**src/sv/rgb_color_key_centroid_core_macros.svh**
```systemverilog
// Assertion macros shared by the color key centroid modules.
`ifndef RGB_COLOR_KEY_CENTROID_CORE_MACROS_SVH
`define RGB_COLOR_KEY_CENTROID_CORE_MACROS_SVH

// Same-cycle implication, disabled while in reset.
`define CKC_ASSERT_IMP(label, clk, rst_n, ante, cons) \
    label: assert property (@(posedge clk) disable iff (!rst_n) (ante) |-> (cons)) \
        else $error("ckc: same-cycle check failed");

// Next-cycle implication, disabled while in reset.
`define CKC_ASSERT_NXT(label, clk, rst_n, ante, cons) \
    label: assert property (@(posedge clk) disable iff (!rst_n) (ante) |=> (cons)) \
        else $error("ckc: next-cycle check failed");

`endif

```
**src/sv/ckc_pkg.sv**
```systemverilog
// Types and constants of the color key centroid block.
package ckc_pkg;

    localparam int COLOR_W   = 8;
    localparam int COORD_W   = 11;
    localparam int QUO_W     = 11;
    localparam int SQ_W      = 2 * COLOR_W;
    localparam int DIST_W    = SQ_W + 2;
    localparam int DIV_CNT_W = 4;
    localparam logic [DIV_CNT_W-1:0] DIV_LAST = DIV_CNT_W'(QUO_W - 1);

    localparam int CFG_IDX_W  = 2;
    localparam int CFG_DATA_W = 8;

    localparam logic [CFG_IDX_W-1:0] CFG_THRESHOLD = 2'd0;
    localparam logic [CFG_IDX_W-1:0] CFG_REF_BLUE  = 2'd1;
    localparam logic [CFG_IDX_W-1:0] CFG_REF_GREEN = 2'd2;
    localparam logic [CFG_IDX_W-1:0] CFG_REF_RED   = 2'd3;

    localparam logic [COLOR_W-1:0] RST_THRESHOLD = 8'd20;
    localparam logic [COLOR_W-1:0] RST_REF_BLUE  = 8'd51;
    localparam logic [COLOR_W-1:0] RST_REF_GREEN = 8'd42;
    localparam logic [COLOR_W-1:0] RST_REF_RED   = 8'd91;

    typedef struct packed {
        logic [COLOR_W-1:0] pix_blue;
        logic [COLOR_W-1:0] pix_green;
        logic [COLOR_W-1:0] pix_red;
        logic [COORD_W-1:0] col_pos;
        logic [COORD_W-1:0] row_pos;
        logic               frame_last;
    } pix_t;

    typedef struct packed {
        logic               mask_on;
        logic               frame_done;
        logic               center_valid;
        logic [COORD_W-1:0] center_col;
        logic [COORD_W-1:0] center_row;
    } res_t;

    typedef enum logic [2:0] {
        ST_IDLE,
        ST_SQUARE,
        ST_KEY,
        ST_DIV,
        ST_PUSH
    } state_t;

    typedef struct packed {
        logic in_ready;
        logic key_en;
        logic div_step;
        logic push;
    } cmd_t;

    typedef struct packed {
        logic pix_valid;
        logic last;
        logic out_free;
    } sts_t;

endpackage

```
**src/sv/ckc_if.sv**
```systemverilog
// Pixel and result stream interfaces with valid/ready handshake.
interface ckc_pix_if;
    logic          valid;
    logic          ready;
    ckc_pkg::pix_t data;

    modport source (output valid, output data, input ready);
    modport sink   (input valid, input data, output ready);
endinterface

interface ckc_res_if;
    logic          valid;
    logic          ready;
    ckc_pkg::res_t data;

    modport source (output valid, output data, input ready);
    modport sink   (input valid, input data, output ready);
endinterface

```
**src/sv/ckc_datapath.sv**
```systemverilog
// Datapath: config registers, color distance, accumulators, divider, output register.
`include "rgb_color_key_centroid_core_macros.svh"

module ckc_datapath #(
    parameter int MAX_COLS = 2048,
    parameter int MAX_ROWS = 2048
) (
    input  logic                                clk,
    input  logic                                rst_n,
    input  logic                                cfg_wr_en,
    input  logic [ckc_pkg::CFG_IDX_W-1:0]       cfg_index,
    input  logic [ckc_pkg::CFG_DATA_W-1:0]      cfg_data,
    input  ckc_pkg::cmd_t                       cmd,
    output ckc_pkg::sts_t                       sts,
    ckc_pix_if.sink                             pix,
    ckc_res_if.source                           res
);

    localparam int CAP   = MAX_COLS * MAX_ROWS;
    localparam int CNT_W = $clog2(CAP + 1);
    localparam int SUM_W = CNT_W + ckc_pkg::COORD_W;
    localparam logic [CNT_W-1:0] CAP_C = CNT_W'(CAP);

    // configuration
    logic [ckc_pkg::COLOR_W-1:0] thr_reg;
    logic [ckc_pkg::COLOR_W-1:0] ref_b_reg;
    logic [ckc_pkg::COLOR_W-1:0] ref_g_reg;
    logic [ckc_pkg::COLOR_W-1:0] ref_r_reg;

    // captured pixel
    logic [ckc_pkg::COLOR_W-1:0] diff_b_reg;
    logic [ckc_pkg::COLOR_W-1:0] diff_g_reg;
    logic [ckc_pkg::COLOR_W-1:0] diff_r_reg;
    logic [ckc_pkg::COORD_W-1:0] col_reg;
    logic [ckc_pkg::COORD_W-1:0] row_reg;
    logic                        last_reg;

    // squares
    logic [ckc_pkg::SQ_W-1:0]    sq_b_reg;
    logic [ckc_pkg::SQ_W-1:0]    sq_g_reg;
    logic [ckc_pkg::SQ_W-1:0]    sq_r_reg;
    logic [ckc_pkg::SQ_W-1:0]    thr_sq_reg;

    // accumulators
    logic [SUM_W-1:0]            sum_col_reg;
    logic [SUM_W-1:0]            sum_row_reg;
    logic [CNT_W-1:0]            cnt_reg;
    logic [SUM_W-1:0]            sum_col_acc;
    logic [SUM_W-1:0]            sum_row_acc;
    logic [CNT_W-1:0]            cnt_acc;
    logic [SUM_W-1:0]            sum_col_next;
    logic [SUM_W-1:0]            sum_row_next;
    logic [CNT_W-1:0]            cnt_next;

    // divider
    logic [SUM_W-1:0]            rem_col_reg;
    logic [SUM_W-1:0]            rem_row_reg;
    logic [SUM_W-1:0]            dsh_reg;
    logic [ckc_pkg::QUO_W-1:0]   q_col_reg;
    logic [ckc_pkg::QUO_W-1:0]   q_row_reg;
    logic                        center_ok_reg;
    logic                        mask_reg;

    logic [ckc_pkg::DIST_W-1:0]  dist_sq;
    logic                        keyed;
    logic                        acc_en;
    logic                        col_ge;
    logic                        row_ge;

    logic                        res_valid_reg;
    logic                        res_valid_next;
    ckc_pkg::res_t               res_data_reg;
    ckc_pkg::res_t               res_load;
    logic                        out_free;
    logic                        pix_acc;

    function automatic logic [ckc_pkg::COLOR_W-1:0] abs_diff(
        input logic [ckc_pkg::COLOR_W-1:0] a,
        input logic [ckc_pkg::COLOR_W-1:0] b
    );
        return (a > b) ? (a - b) : (b - a);
    endfunction

    assign pix_acc  = pix.valid && cmd.in_ready;
    assign out_free = !res_valid_reg || res.ready;

    assign pix.ready     = cmd.in_ready;
    assign sts.pix_valid = pix.valid;
    assign sts.last      = last_reg;
    assign sts.out_free  = out_free;

    // config write port
    always_ff @(posedge clk or negedge rst_n)
    begin
        if (!rst_n)
        begin
            thr_reg   <= ckc_pkg::RST_THRESHOLD;
            ref_b_reg <= ckc_pkg::RST_REF_BLUE;
            ref_g_reg <= ckc_pkg::RST_REF_GREEN;
            ref_r_reg <= ckc_pkg::RST_REF_RED;
        end
        else if (cfg_wr_en)
        begin
            unique case (cfg_index)
                ckc_pkg::CFG_THRESHOLD: thr_reg   <= cfg_data;
                ckc_pkg::CFG_REF_BLUE:  ref_b_reg <= cfg_data;
                ckc_pkg::CFG_REF_GREEN: ref_g_reg <= cfg_data;
                ckc_pkg::CFG_REF_RED:   ref_r_reg <= cfg_data;
                default:                thr_reg   <= thr_reg;
            endcase
        end
    end

    // capture beat and per-channel differences
    always_ff @(posedge clk)
    begin
        if (pix_acc)
        begin
            diff_b_reg <= abs_diff(pix.data.pix_blue,  ref_b_reg);
            diff_g_reg <= abs_diff(pix.data.pix_green, ref_g_reg);
            diff_r_reg <= abs_diff(pix.data.pix_red,   ref_r_reg);
            col_reg    <= pix.data.col_pos;
            row_reg    <= pix.data.row_pos;
            last_reg   <= pix.data.frame_last;
        end
    end

    always_ff @(posedge clk)
    begin
        sq_b_reg   <= diff_b_reg * diff_b_reg;
        sq_g_reg   <= diff_g_reg * diff_g_reg;
        sq_r_reg   <= diff_r_reg * diff_r_reg;
        thr_sq_reg <= thr_reg * thr_reg;
    end

    assign dist_sq = ckc_pkg::DIST_W'(sq_b_reg) + ckc_pkg::DIST_W'(sq_g_reg)
                   + ckc_pkg::DIST_W'(sq_r_reg);
    assign keyed   = dist_sq < ckc_pkg::DIST_W'(thr_sq_reg);
    assign acc_en  = keyed && (cnt_reg < CAP_C);

    always_comb
    begin
        sum_col_acc = sum_col_reg;
        sum_row_acc = sum_row_reg;
        cnt_acc     = cnt_reg;
        if (acc_en)
        begin
            sum_col_acc = sum_col_reg + SUM_W'(col_reg);
            sum_row_acc = sum_row_reg + SUM_W'(row_reg);
            cnt_acc     = cnt_reg + CNT_W'(1);
        end
        sum_col_next = sum_col_reg;
        sum_row_next = sum_row_reg;
        cnt_next     = cnt_reg;
        if (cmd.key_en)
        begin
            if (last_reg)
            begin
                sum_col_next = '0;
                sum_row_next = '0;
                cnt_next     = '0;
            end
            else
            begin
                sum_col_next = sum_col_acc;
                sum_row_next = sum_row_acc;
                cnt_next     = cnt_acc;
            end
        end
    end

    always_ff @(posedge clk or negedge rst_n)
    begin
        if (!rst_n)
        begin
            sum_col_reg <= '0;
            sum_row_reg <= '0;
            cnt_reg     <= '0;
        end
        else
        begin
            sum_col_reg <= sum_col_next;
            sum_row_reg <= sum_row_next;
            cnt_reg     <= cnt_next;
        end
    end

    // restoring division, one quotient bit per step, MSB first
    assign col_ge = rem_col_reg >= dsh_reg;
    assign row_ge = rem_row_reg >= dsh_reg;

    always_ff @(posedge clk)
    begin
        if (cmd.key_en)
        begin
            mask_reg      <= keyed;
            rem_col_reg   <= sum_col_acc;
            rem_row_reg   <= sum_row_acc;
            dsh_reg       <= SUM_W'({cnt_acc, (ckc_pkg::QUO_W - 1)'(0)});
            center_ok_reg <= cnt_acc != '0;
        end
        else if (cmd.div_step)
        begin
            if (col_ge)
            begin
                rem_col_reg <= rem_col_reg - dsh_reg;
            end
            if (row_ge)
            begin
                rem_row_reg <= rem_row_reg - dsh_reg;
            end
            q_col_reg <= {q_col_reg[ckc_pkg::QUO_W-2:0], col_ge};
            q_row_reg <= {q_row_reg[ckc_pkg::QUO_W-2:0], row_ge};
            dsh_reg   <= dsh_reg >> 1;
        end
    end

    // result beat: straight from the key stage, or from held state
    always_comb
    begin
        res_load = '0;
        if (cmd.key_en)
        begin
            res_load.mask_on = keyed;
        end
        else
        begin
            res_load.mask_on      = mask_reg;
            res_load.frame_done   = last_reg;
            res_load.center_valid = last_reg && center_ok_reg;
            if (last_reg && center_ok_reg)
            begin
                res_load.center_col = q_col_reg;
                res_load.center_row = q_row_reg;
            end
        end
    end

    always_comb
    begin
        res_valid_next = res_valid_reg;
        if (cmd.push)
        begin
            res_valid_next = 1'b1;
        end
        else if (res.ready)
        begin
            res_valid_next = 1'b0;
        end
    end

    always_ff @(posedge clk or negedge rst_n)
    begin
        if (!rst_n)
        begin
            res_valid_reg <= 1'b0;
        end
        else
        begin
            res_valid_reg <= res_valid_next;
        end
    end

    always_ff @(posedge clk)
    begin
        if (cmd.push)
        begin
            res_data_reg <= res_load;
        end
    end

    assign res.valid = res_valid_reg;
    assign res.data  = res_data_reg;

    `CKC_ASSERT_IMP(a_cnt_cap, clk, rst_n, 1'b1, cnt_reg <= CAP_C)
    `CKC_ASSERT_NXT(a_frame_clear, clk, rst_n, cmd.key_en && last_reg, cnt_reg == '0 && sum_col_reg == '0 && sum_row_reg == '0)
    `CKC_ASSERT_IMP(a_no_overrun, clk, rst_n, cmd.push, out_free)

endmodule

```
**src/sv/ckc_ctrl.sv**
```systemverilog
// Controller: sequences capture, squaring, keying, division and result load.
`include "rgb_color_key_centroid_core_macros.svh"

module ckc_ctrl (
    input  logic          clk,
    input  logic          rst_n,
    input  ckc_pkg::sts_t sts,
    output ckc_pkg::cmd_t cmd
);

    ckc_pkg::state_t                  state_reg;
    ckc_pkg::state_t                  state_next;
    logic [ckc_pkg::DIV_CNT_W-1:0]    div_cnt_reg;
    logic [ckc_pkg::DIV_CNT_W-1:0]    div_cnt_next;

    always_comb
    begin
        state_next   = state_reg;
        div_cnt_next = div_cnt_reg;
        unique case (state_reg)
            ckc_pkg::ST_IDLE:
            begin
                if (sts.pix_valid)
                begin
                    state_next = ckc_pkg::ST_SQUARE;
                end
            end
            ckc_pkg::ST_SQUARE:
            begin
                state_next = ckc_pkg::ST_KEY;
            end
            ckc_pkg::ST_KEY:
            begin
                if (sts.last)
                begin
                    state_next   = ckc_pkg::ST_DIV;
                    div_cnt_next = '0;
                end
                else if (sts.out_free)
                begin
                    state_next = ckc_pkg::ST_IDLE;
                end
                else
                begin
                    state_next = ckc_pkg::ST_PUSH;
                end
            end
            ckc_pkg::ST_DIV:
            begin
                div_cnt_next = div_cnt_reg + 1'b1;
                if (div_cnt_reg == ckc_pkg::DIV_LAST)
                begin
                    state_next = ckc_pkg::ST_PUSH;
                end
            end
            ckc_pkg::ST_PUSH:
            begin
                if (sts.out_free)
                begin
                    state_next = ckc_pkg::ST_IDLE;
                end
            end
            default:
            begin
                state_next = ckc_pkg::ST_IDLE;
            end
        endcase
    end

    always_comb
    begin
        cmd = '0;
        unique case (state_reg)
            ckc_pkg::ST_IDLE:   cmd.in_ready = 1'b1;
            ckc_pkg::ST_SQUARE: cmd = '0;
            ckc_pkg::ST_KEY:
            begin
                cmd.key_en = 1'b1;
                cmd.push   = !sts.last && sts.out_free;
            end
            ckc_pkg::ST_DIV:    cmd.div_step = 1'b1;
            ckc_pkg::ST_PUSH:   cmd.push = sts.out_free;
            default:            cmd = '0;
        endcase
    end

    always_ff @(posedge clk or negedge rst_n)
    begin
        if (!rst_n)
        begin
            state_reg   <= ckc_pkg::ST_IDLE;
            div_cnt_reg <= '0;
        end
        else
        begin
            state_reg   <= state_next;
            div_cnt_reg <= div_cnt_next;
        end
    end

    `CKC_ASSERT_NXT(a_accept_to_square, clk, rst_n, cmd.in_ready && sts.pix_valid, state_reg == ckc_pkg::ST_SQUARE)
    `CKC_ASSERT_IMP(a_div_count_range, clk, rst_n, state_reg == ckc_pkg::ST_DIV, div_cnt_reg <= ckc_pkg::DIV_LAST)
    `CKC_ASSERT_IMP(a_push_when_free, clk, rst_n, cmd.push, sts.out_free)

endmodule

```
**src/sv/rgb_color_key_centroid_core.sv**
```systemverilog
// Top level of the color key centroid block: controller plus datapath.
// Each pixel is captured, its squares registered, then it is keyed; a plain pixel's
//   result is loaded in the key state, or in a push state that waits for a free
//   output. A frame's last pixel first runs the restoring centroid divider, one
//   quotient bit per cycle; no new pixel is taken until the result is loaded.
// Reset: rst_n is asynchronous, active low; registers return to their reset values.
module rgb_color_key_centroid_core #(
    parameter int MAX_COLS = 2048,
    parameter int MAX_ROWS = 2048
) (
    input  logic                           clk,
    input  logic                           rst_n,
    input  logic                           cfg_wr_en,
    input  logic [ckc_pkg::CFG_IDX_W-1:0]  cfg_index,
    input  logic [ckc_pkg::CFG_DATA_W-1:0] cfg_data,
    ckc_pix_if.sink                        pix,
    ckc_res_if.source                      res
);

    ckc_pkg::cmd_t cmd;
    ckc_pkg::sts_t sts;

    ckc_ctrl u_ctrl (
        .clk   (clk),
        .rst_n (rst_n),
        .sts   (sts),
        .cmd   (cmd)
    );

    ckc_datapath #(
        .MAX_COLS (MAX_COLS),
        .MAX_ROWS (MAX_ROWS)
    ) u_datapath (
        .clk       (clk),
        .rst_n     (rst_n),
        .cfg_wr_en (cfg_wr_en),
        .cfg_index (cfg_index),
        .cfg_data  (cfg_data),
        .cmd       (cmd),
        .sts       (sts),
        .pix       (pix),
        .res       (res)
    );

endmodule
```
**src/flat_wrapper.sv**
```systemverilog
// flat-port wrapper written by rule: the top's interface ports become plain ports
module rgb_color_key_centroid_core_flat 
#(
    parameter int MAX_COLS = 2048,
    parameter int MAX_ROWS = 2048
)
  (clk, rst_n, cfg_wr_en, cfg_index, cfg_data, pix_valid, pix_data, pix_ready, res_valid, res_data, res_ready);
  ckc_pix_if pix_i ();
  ckc_res_if res_i ();
  input  logic clk;
  input  logic rst_n;
  input  logic cfg_wr_en;
  input  logic [ckc_pkg::CFG_IDX_W-1:0] cfg_index;
  input  logic [ckc_pkg::CFG_DATA_W-1:0] cfg_data;
  input wire logic [$bits(pix_i.valid)-1:0] pix_valid;
  input wire logic [$bits(pix_i.data)-1:0] pix_data;
  output wire logic [$bits(pix_i.ready)-1:0] pix_ready;
  output wire logic [$bits(res_i.valid)-1:0] res_valid;
  output wire logic [$bits(res_i.data)-1:0] res_data;
  input wire logic [$bits(res_i.ready)-1:0] res_ready;
  assign pix_i.valid = pix_valid;
  assign pix_i.data = pix_data;
  assign pix_ready = pix_i.ready;
  assign res_valid = res_i.valid;
  assign res_data = res_i.data;
  assign res_i.ready = res_ready;
  rgb_color_key_centroid_core #(.MAX_COLS(MAX_COLS), .MAX_ROWS(MAX_ROWS)) u_core (.clk(clk), .rst_n(rst_n), .cfg_wr_en(cfg_wr_en), .cfg_index(cfg_index), .cfg_data(cfg_data), .pix(pix_i), .res(res_i));
endmodule
```
**config.mk**
```make
export PLATFORM = sky130hd
export DESIGN_NAME = rgb_color_key_centroid_core_flat
export DESIGN_NICKNAME = d
export VERILOG_FILES = /design/src/sv/ckc_pkg.sv /design/src/sv/ckc_if.sv /design/src/sv/ckc_datapath.sv /design/src/sv/ckc_ctrl.sv /design/src/sv/rgb_color_key_centroid_core.sv /design/src/flat_wrapper.sv
export VERILOG_INCLUDE_DIRS = /design/src /design/src/sv
export SDC_FILE = /design/constraint.sdc
export NUM_CORES = 1
export LEC_CHECK = 0
export BUFFER_PORTS_ARGS = -buffer_cell sky130_fd_sc_hd__buf_2
export CAP_MARGIN = 20
export CORE_MARGIN = 2
export CORE_UTILIZATION = 55
export CTS_BUF_LIST = sky130_fd_sc_hd__clkbuf_16
export CTS_CLUSTER_SIZE = 20
export DETAILED_ROUTE_END_ITERATION = 12
export GPL_ROUTABILITY_DRIVEN = 0
export PLACE_DENSITY = 0.75
export REMOVE_ABC_BUFFERS = 1
export SYNTH_ARGS = -nofsm -noshare
export SYNTH_HDL_FRONTEND = slang
export SYNTH_HIERARCHICAL = 1
export SYNTH_SLANG_ARGS = --single-unit
```
**constraint.sdc**
```tcl
create_clock -name clk -period 4.62 [get_ports clk]
set_input_delay 0.693 -clock clk [delete_from_list [all_inputs] [get_ports clk]]
set_output_delay 0.693 -clock clk [all_outputs]
set_load 0.02 [all_outputs]
```
==> impl_results.md, run 1 <==
* Crit path kind: reg2reg
* Post-CTS Hold Fix Bufs at 0
* WP depth at 25
* Most frequent cells in the layout: 311 x inv_1, 267 x ha_1, 205 x nor2_1
* Largest cells by area after synthesis: edfxtp_1 19%, ha_1 12%, dfrtp_1 9.9%
* Max_slew headroom at 0.184
* Post-synthesis sequential area ratio at 0.347
* Crit-path leading delay family: compound AO/OA/AOI/OAI gates
* Post-route cell area at 35800 µm²
* Reg2Reg Launch Point: u_core/u_datapath/sq_r_reg[6]
* R2r setup slk at -520 ps
* Synth Register Bits at 388
* Grt ovf at 0
* IO Count at 89
* # clock sinks at 388
* # DRC at 0
* Worst Hold Class: in2async
* Outcome: finished, violations left
* Hold Fails Final Rpt at 0
* Setup Skew at 24.9 ps
* Post-Place Cells at 3864
* CTS buffer count at 46
* Post-Route WL at 75.7 mm
* Worst path required time at 4940 ps
* Setup TNS at -47390 ps
* Number of port buffers at 88
* Crit Path Max Fanout at 5
* Synth cell types at 87
* CP startpoint kind: flip-flop
* Worst-Margin Slew at 1210 ps
* Final worst-path cycle share at 1.11
* Worst setup margin at -515 ps
* Yosys top cell area share at 0.188
* First drt pass iteration count at 7
* Die H at 236 µm
* Drt wl/cell at 18.8 µm
* CTS tree: built
* FFs w/ async S/R, synth at 0.338
* Iter 0 DRT Violations at 2104
* Hpwl dp at 52.6 mm
* CP Data Arrival Time at 5460 ps
* Most common cell after layout, fill and taps aside: inv_1
* Crit path max-delay cell type: fa_1
* Synth area leader: edfxtp_1
* FP Rows at 85
* Clock Tree Buf Depth at 3
* Synth Warn # at 6
* Final nets at 3764
* Slew Limit Fails at 0
* Syn_area_per_cell at 9.66 µm²
* Max Freq at 195 MHz
* # setup viols final at 178
* Reg-to-Reg End: u_core/u_datapath/center_ok_reg
* Worst stage delay on the critical path at 580 ps
* FF-to-FF path depth at 25
* EDFF count, synth at 186
* First-pass GRT wire length at 118 mm
* Via density per instance at 5.91
* Minimum clock period at 5140 ps
* RSZ-0062 raised after global routing: true
* Top_reg_cell synth: edfxtp_1
* Critical Path End Type: flip-flop
* Width of the die at 236 µm
* CTS root buf: clkbuf_16
* Hold WS at 45.8 ps
* Crit path launch: u_core/u_datapath/sq_r_reg[6]
* P&R area growth vs syn at 20.5%
* Via count at 23800
* Maximum Capacitance Violations at 0
* Placed Area at 31500 µm²
* Die area at 55900 µm²
* Syn Inst Count at 3074
* Bufs and invs on worst path at 3
* Largest net degree at the start of global routing at 118
* Mapped cell area at 29700 µm²
* Antenna violations before repair at 1
* CTS clk-pin slew, worst paths at 60 ps
* Initial Util at 0.554
* Layout Cells excl Fill at 4027
* Core area at 53600 µm²
* Critical path destination: u_core/u_datapath/center_ok_reg
* Failing checks: setup timing
* Worst-Skew Late Latency at 590 ps
* Number of global-route vias before repair at 23800
* Share of cells above drive strength 1 at 0.209
* Antenna Diode Count at 0
* Post-DRT Antenna Nets at 0
* H-tree depth at 2
* Gr usage total at 0.257
## kinds of logic after synthesis
group / count (synthesis) / share of synthesized area
and+or+nand+nor: 850 / 0.140
AOI/OAI and AO/OA: 658 / 0.146
buffers and inverters: 425 / 0.0550
adders and majority gates: 410 / 0.205
DFF: 388 / 0.347
xor gates and xnor gates: 232 / 0.0684
muxes: 110 / 0.0389
other: 1 / 0.000126
## per-layer routing
layer / track usage / wire length, µm / vias up
met3: 0.0366 / 4830 / 184
met2: 0.430 / 36200 / 850
met4: 0.0997 / 2620 / 0
met5: 0 / 0 / -
met1: 0.337 / 32100 / 11600
li1: - / - / 11200
## worst min path at each step
stage	depth (start not counted)	slack (ps)	startpoint	to
6_report	1	50	rst_n	u_core/u_datapath/res.valid
5_1_grt	1	50	rst_n	u_core/u_datapath/res.valid
4_1_cts	1	30	rst_n	u_core/u_datapath/res.valid
3_5_place_dp	0	430	u_core/u_datapath/q_col_reg[2]	u_core/u_datapath/q_col_reg[3]
3_3_place_gp	0	430	u_core/u_datapath/q_row_reg[0]	u_core/u_datapath/q_row_reg[1]
2_1_floorplan	0	400	rst_n	u_core/u_ctrl/div_cnt_reg[0]
## timing repair
action                     CTS  global route
pin swaps                   48           163
setup buffers               24            50
setup endpoints to repair  184           192
gates cloned                 1             5
resized for setup           84           385
## per-stage QoR
stage | util | worst slack (ps)
after global placement | 0.588 | -624
after floorplan | - | -6980
after global routing | 0.667 | -716
after detailed placement | 0.588 | -728
after CTS | 0.628 | -489
final | 0.667 | -515
## synthesized netlist by cell type (all sizes together) (42+ instances only)
cell,number
a21o,52
a21oi,167
and2,69
and3,66
clkbuf,96
dfrtp,117
dfxtp,71
edfxtp,186
fa,126
ha,283
inv,309
mux2i,69
nand2,221
nand3,43
nor2,225
nor2b,42
nor3,63
o21ai,145
o2bb2ai,54
xnor2,155
xor2,77
## final cells by class
class | instances | area, µm²
Clock buffer | 51 | 1280
Clock inverter | 35 | 293
Fill cell | 3956 | 17800
Inverter | 309 | 1160
Multi-Input combinational cell | 2266 | 19500
Sequential cell | 388 | 10300
Tap cell | 696 | 871
Timing Repair Buffer | 282 | 2340
Power of run 1 is not shown: default switching activity piles up to over one toggle a cycle in this logic, so the estimate is an artifact.
==> run 2: changes to the inputs <==
- SETUP_SLACK_MARGIN: unset -> 0.5
==> run 2 against run 1 <==
  * The run still ends with setup timing left
  * Worst hold slack got worse by 6.5 ps
  * Cell area rose by 2.7%
  * Worst setup slack got worse by 180 ps
  * Critical path type unchanged
  * Die area did not move
  * Global-route usage rose by 0.097 points
  * Cell count rose by 1.2%
  * Routed wire length rose by 4.6%
  * First-iteration DRC count fell by 7.5%
  * Register-to-register slack got worse by 180 ps
  * Clock-buffer cell count did not move
==> impl_results.md, run 2 (synthesis gave the netlist of run 1 again) <==
* Antenna Diode Count at 0 (unchanged)
* Critical Path End Type: flip-flop (unchanged)
* CTS buffer count at 46 (unchanged)
* Post-Place Cells at 3864 (unchanged)
* Fill count at 3746 (was 3956)
* Number of global-route vias before repair at 23900 (was 23800)
* Width of the die at 236 µm (unchanged)
* CTS root buf: clkbuf_16 (unchanged)
* Worst-Margin Slew at 1230 ps (was 1210 ps)
* CTS tree: built (unchanged)
* Final worst-path cycle share at 1.15 (was 1.11)
* Number of port buffers at 88 (unchanged)
* Crit path kind: reg2reg (unchanged)
* # setup viols final at 181 (was 178)
* Clock Tree Buf Depth at 3 (unchanged)
* # DRC at 0 (unchanged)
* Crit Path Max Fanout at 5 (unchanged)
* Final nets at 3814 (was 3764)
* Setup TNS at -57430 ps (was -47390 ps)
* CP Data Arrival Time at 5640 ps (was 5460 ps)
* Slew Limit Fails at 0 (unchanged)
* Drt wl/cell at 19.4 µm (was 18.8 µm)
* Max_slew headroom at 0.178 (was 0.184)
* Failing checks: setup timing (unchanged)
* Via density per instance at 5.95 (was 5.91)
* # clock sinks at 388 (unchanged)
* Max Freq at 188 MHz (was 195 MHz)
* Hpwl dp at 52.6 mm (unchanged)
* CTS clk-pin slew, worst paths at 60 ps (about the same)
* Post-route cell area at 36700 µm² (was 35800 µm²)
* Die area at 55900 µm² (unchanged)
* IO Count at 89 (unchanged)
* Gr usage total at 0.258 (was 0.257)
* Maximum Capacitance Violations at 0 (unchanged)
* Setup Skew at 19.6 ps (was 24.9 ps)
* Most common cell after layout, fill and taps aside: inv_1 (unchanged)
* Iter 0 DRT Violations at 1946 (was 2104)
* Worst-Skew Late Latency at 590 ps (about the same)
* Via count at 24300 (was 23800)
* H-tree depth at 2 (unchanged)
* FP Rows at 85 (unchanged)
* First-pass GRT wire length at 118 mm (about the same)
* P&R area growth vs syn at 23.6% (was 20.5%)
* Core area at 53600 µm² (unchanged)
* Hold Fails Final Rpt at 0 (unchanged)
* First drt pass iteration count at 6 (was 7)
* Share of cells above drive strength 1 at 0.245 (was 0.209)
* Outcome: finished, violations left (unchanged)
* Post-Route WL at 79.2 mm (was 75.7 mm)
* Worst setup margin at -694 ps (was -515 ps)
* Grt ovf at 0 (unchanged)
* Post-DRT Antenna Nets at 0 (unchanged)
* Largest net degree at the start of global routing at 118 (unchanged)
* CP startpoint kind: flip-flop (unchanged)
* Initial Util at 0.554 (unchanged)
* RSZ-0062 raised after global routing: true (unchanged)
* Minimum clock period at 5310 ps (was 5140 ps)
* Worst Hold Class: in2async (unchanged)
* Die H at 236 µm (unchanged)
* Layout Cells excl Fill at 4077 (was 4027)
* Most frequent cells in the layout: 293 x inv_1, 247 x ha_1, 198 x nor2_1 (was 311 x inv_1, 267 x ha_1, 205 x nor2_1)
* Placed Area at 31500 µm² (unchanged)
* Worst path required time at 4940 ps (about the same)
* Final Core Density at 0.685 (was 0.667)
* Antenna violations before repair at 0 (was 1)
[run 2: cell count changes in the layout (fill, tap and decap cells not counted), sizes merged]
cell | before | now
clkbuf | 54 | 55
nand2b | 31 | 30
buf | 279 | 329
[run 2: path summary, 6_finish.rpt]
path / end / cells after the start / slack [ps] / startpoint
setup / recovery: u_core/u_datapath/center_ok_reg / 26 / -690 / u_core/u_datapath/sq_r_reg[6]
hold / removal: u_core/u_datapath/res.valid / 1 / 40 / rst_n
setup reg to reg: u_core/u_datapath/center_ok_reg / 26 / -690 / u_core/u_datapath/sq_r_reg[6]
hold reg to reg: u_core/u_datapath/q_col_reg[4] / 0 / 440 / u_core/u_datapath/q_col_reg[3]
max in group asynchronous: u_core/u_datapath/sum_row_reg[4] / 2 / 3520 / rst_n
min in group clk: u_core/u_datapath/col_reg[1] / 1 / 280 / pix_data[13]
[run 2: per-layer routing]
metal	part of all wire	vias up	track usage	wire, µm
met1	0.41	11800	0.336	32700
met3	0.063	239	0.0373	5030
met2	0.48	920	0.434	38400
li1	-	11300	-	-
met5	0	-	0	0
met4	0.040	0	0.100	3140
[run 2: through the flow]
stage | hold WS [ps] | worst slack, ps
detailed placement | 429 | -728
global route | 49.8 | -841
floorplan | 397 | -6980
global placement | 426 | -624
finish | 39.2 | -694
CTS | 33.5 | -489
[run 2: layout make-up]
class	instances	area, µm²	area share
Timing Repair Buffer	333	2840	0.0774
Clock buffer	51	1280	0.0348
Tap cell	696	871	0.0237
Sequential cell	388	10300	0.281
Clock inverter	35	293	0.00797
Inverter	309	1160	0.0317
Multi-Input combinational cell	2265	20000	0.544
[run 2: what timing repair did]
action	4_1_cts	5_1_grt
setup endpoints to repair	202	209
endpoints found under the hold margin	0	0
resized for setup	102	482
hold buffers	0	0
buffers inserted	23	95
gates cloned	1	6
pin swaps	57	224
[run 2: worst max-delay path, cell delays in order (launching register included)]
cell	delay, ps
dfxtp_2	330
fa_1	520
ha_4	290
buf_4	110
nand3_1	80
o22ai_2	220
o211ai_1	120
a21bo_2	220
a21oi_2	140
o21ai_1	90
nand2b_1	100
a21o_1	130
a21oi_2	50
xnor2_1	130
ha_1	300
nand4_1	90
a311o_1	360
o21ai_2	180
or2_4	160
buf_6	110
nor2_4	50
buf_6	130
buf_16	130
a2111oi_4	320
a41o_1	160
nand4_1	130
a2111o_1	410
Power of run 2 is left out for the same reason.
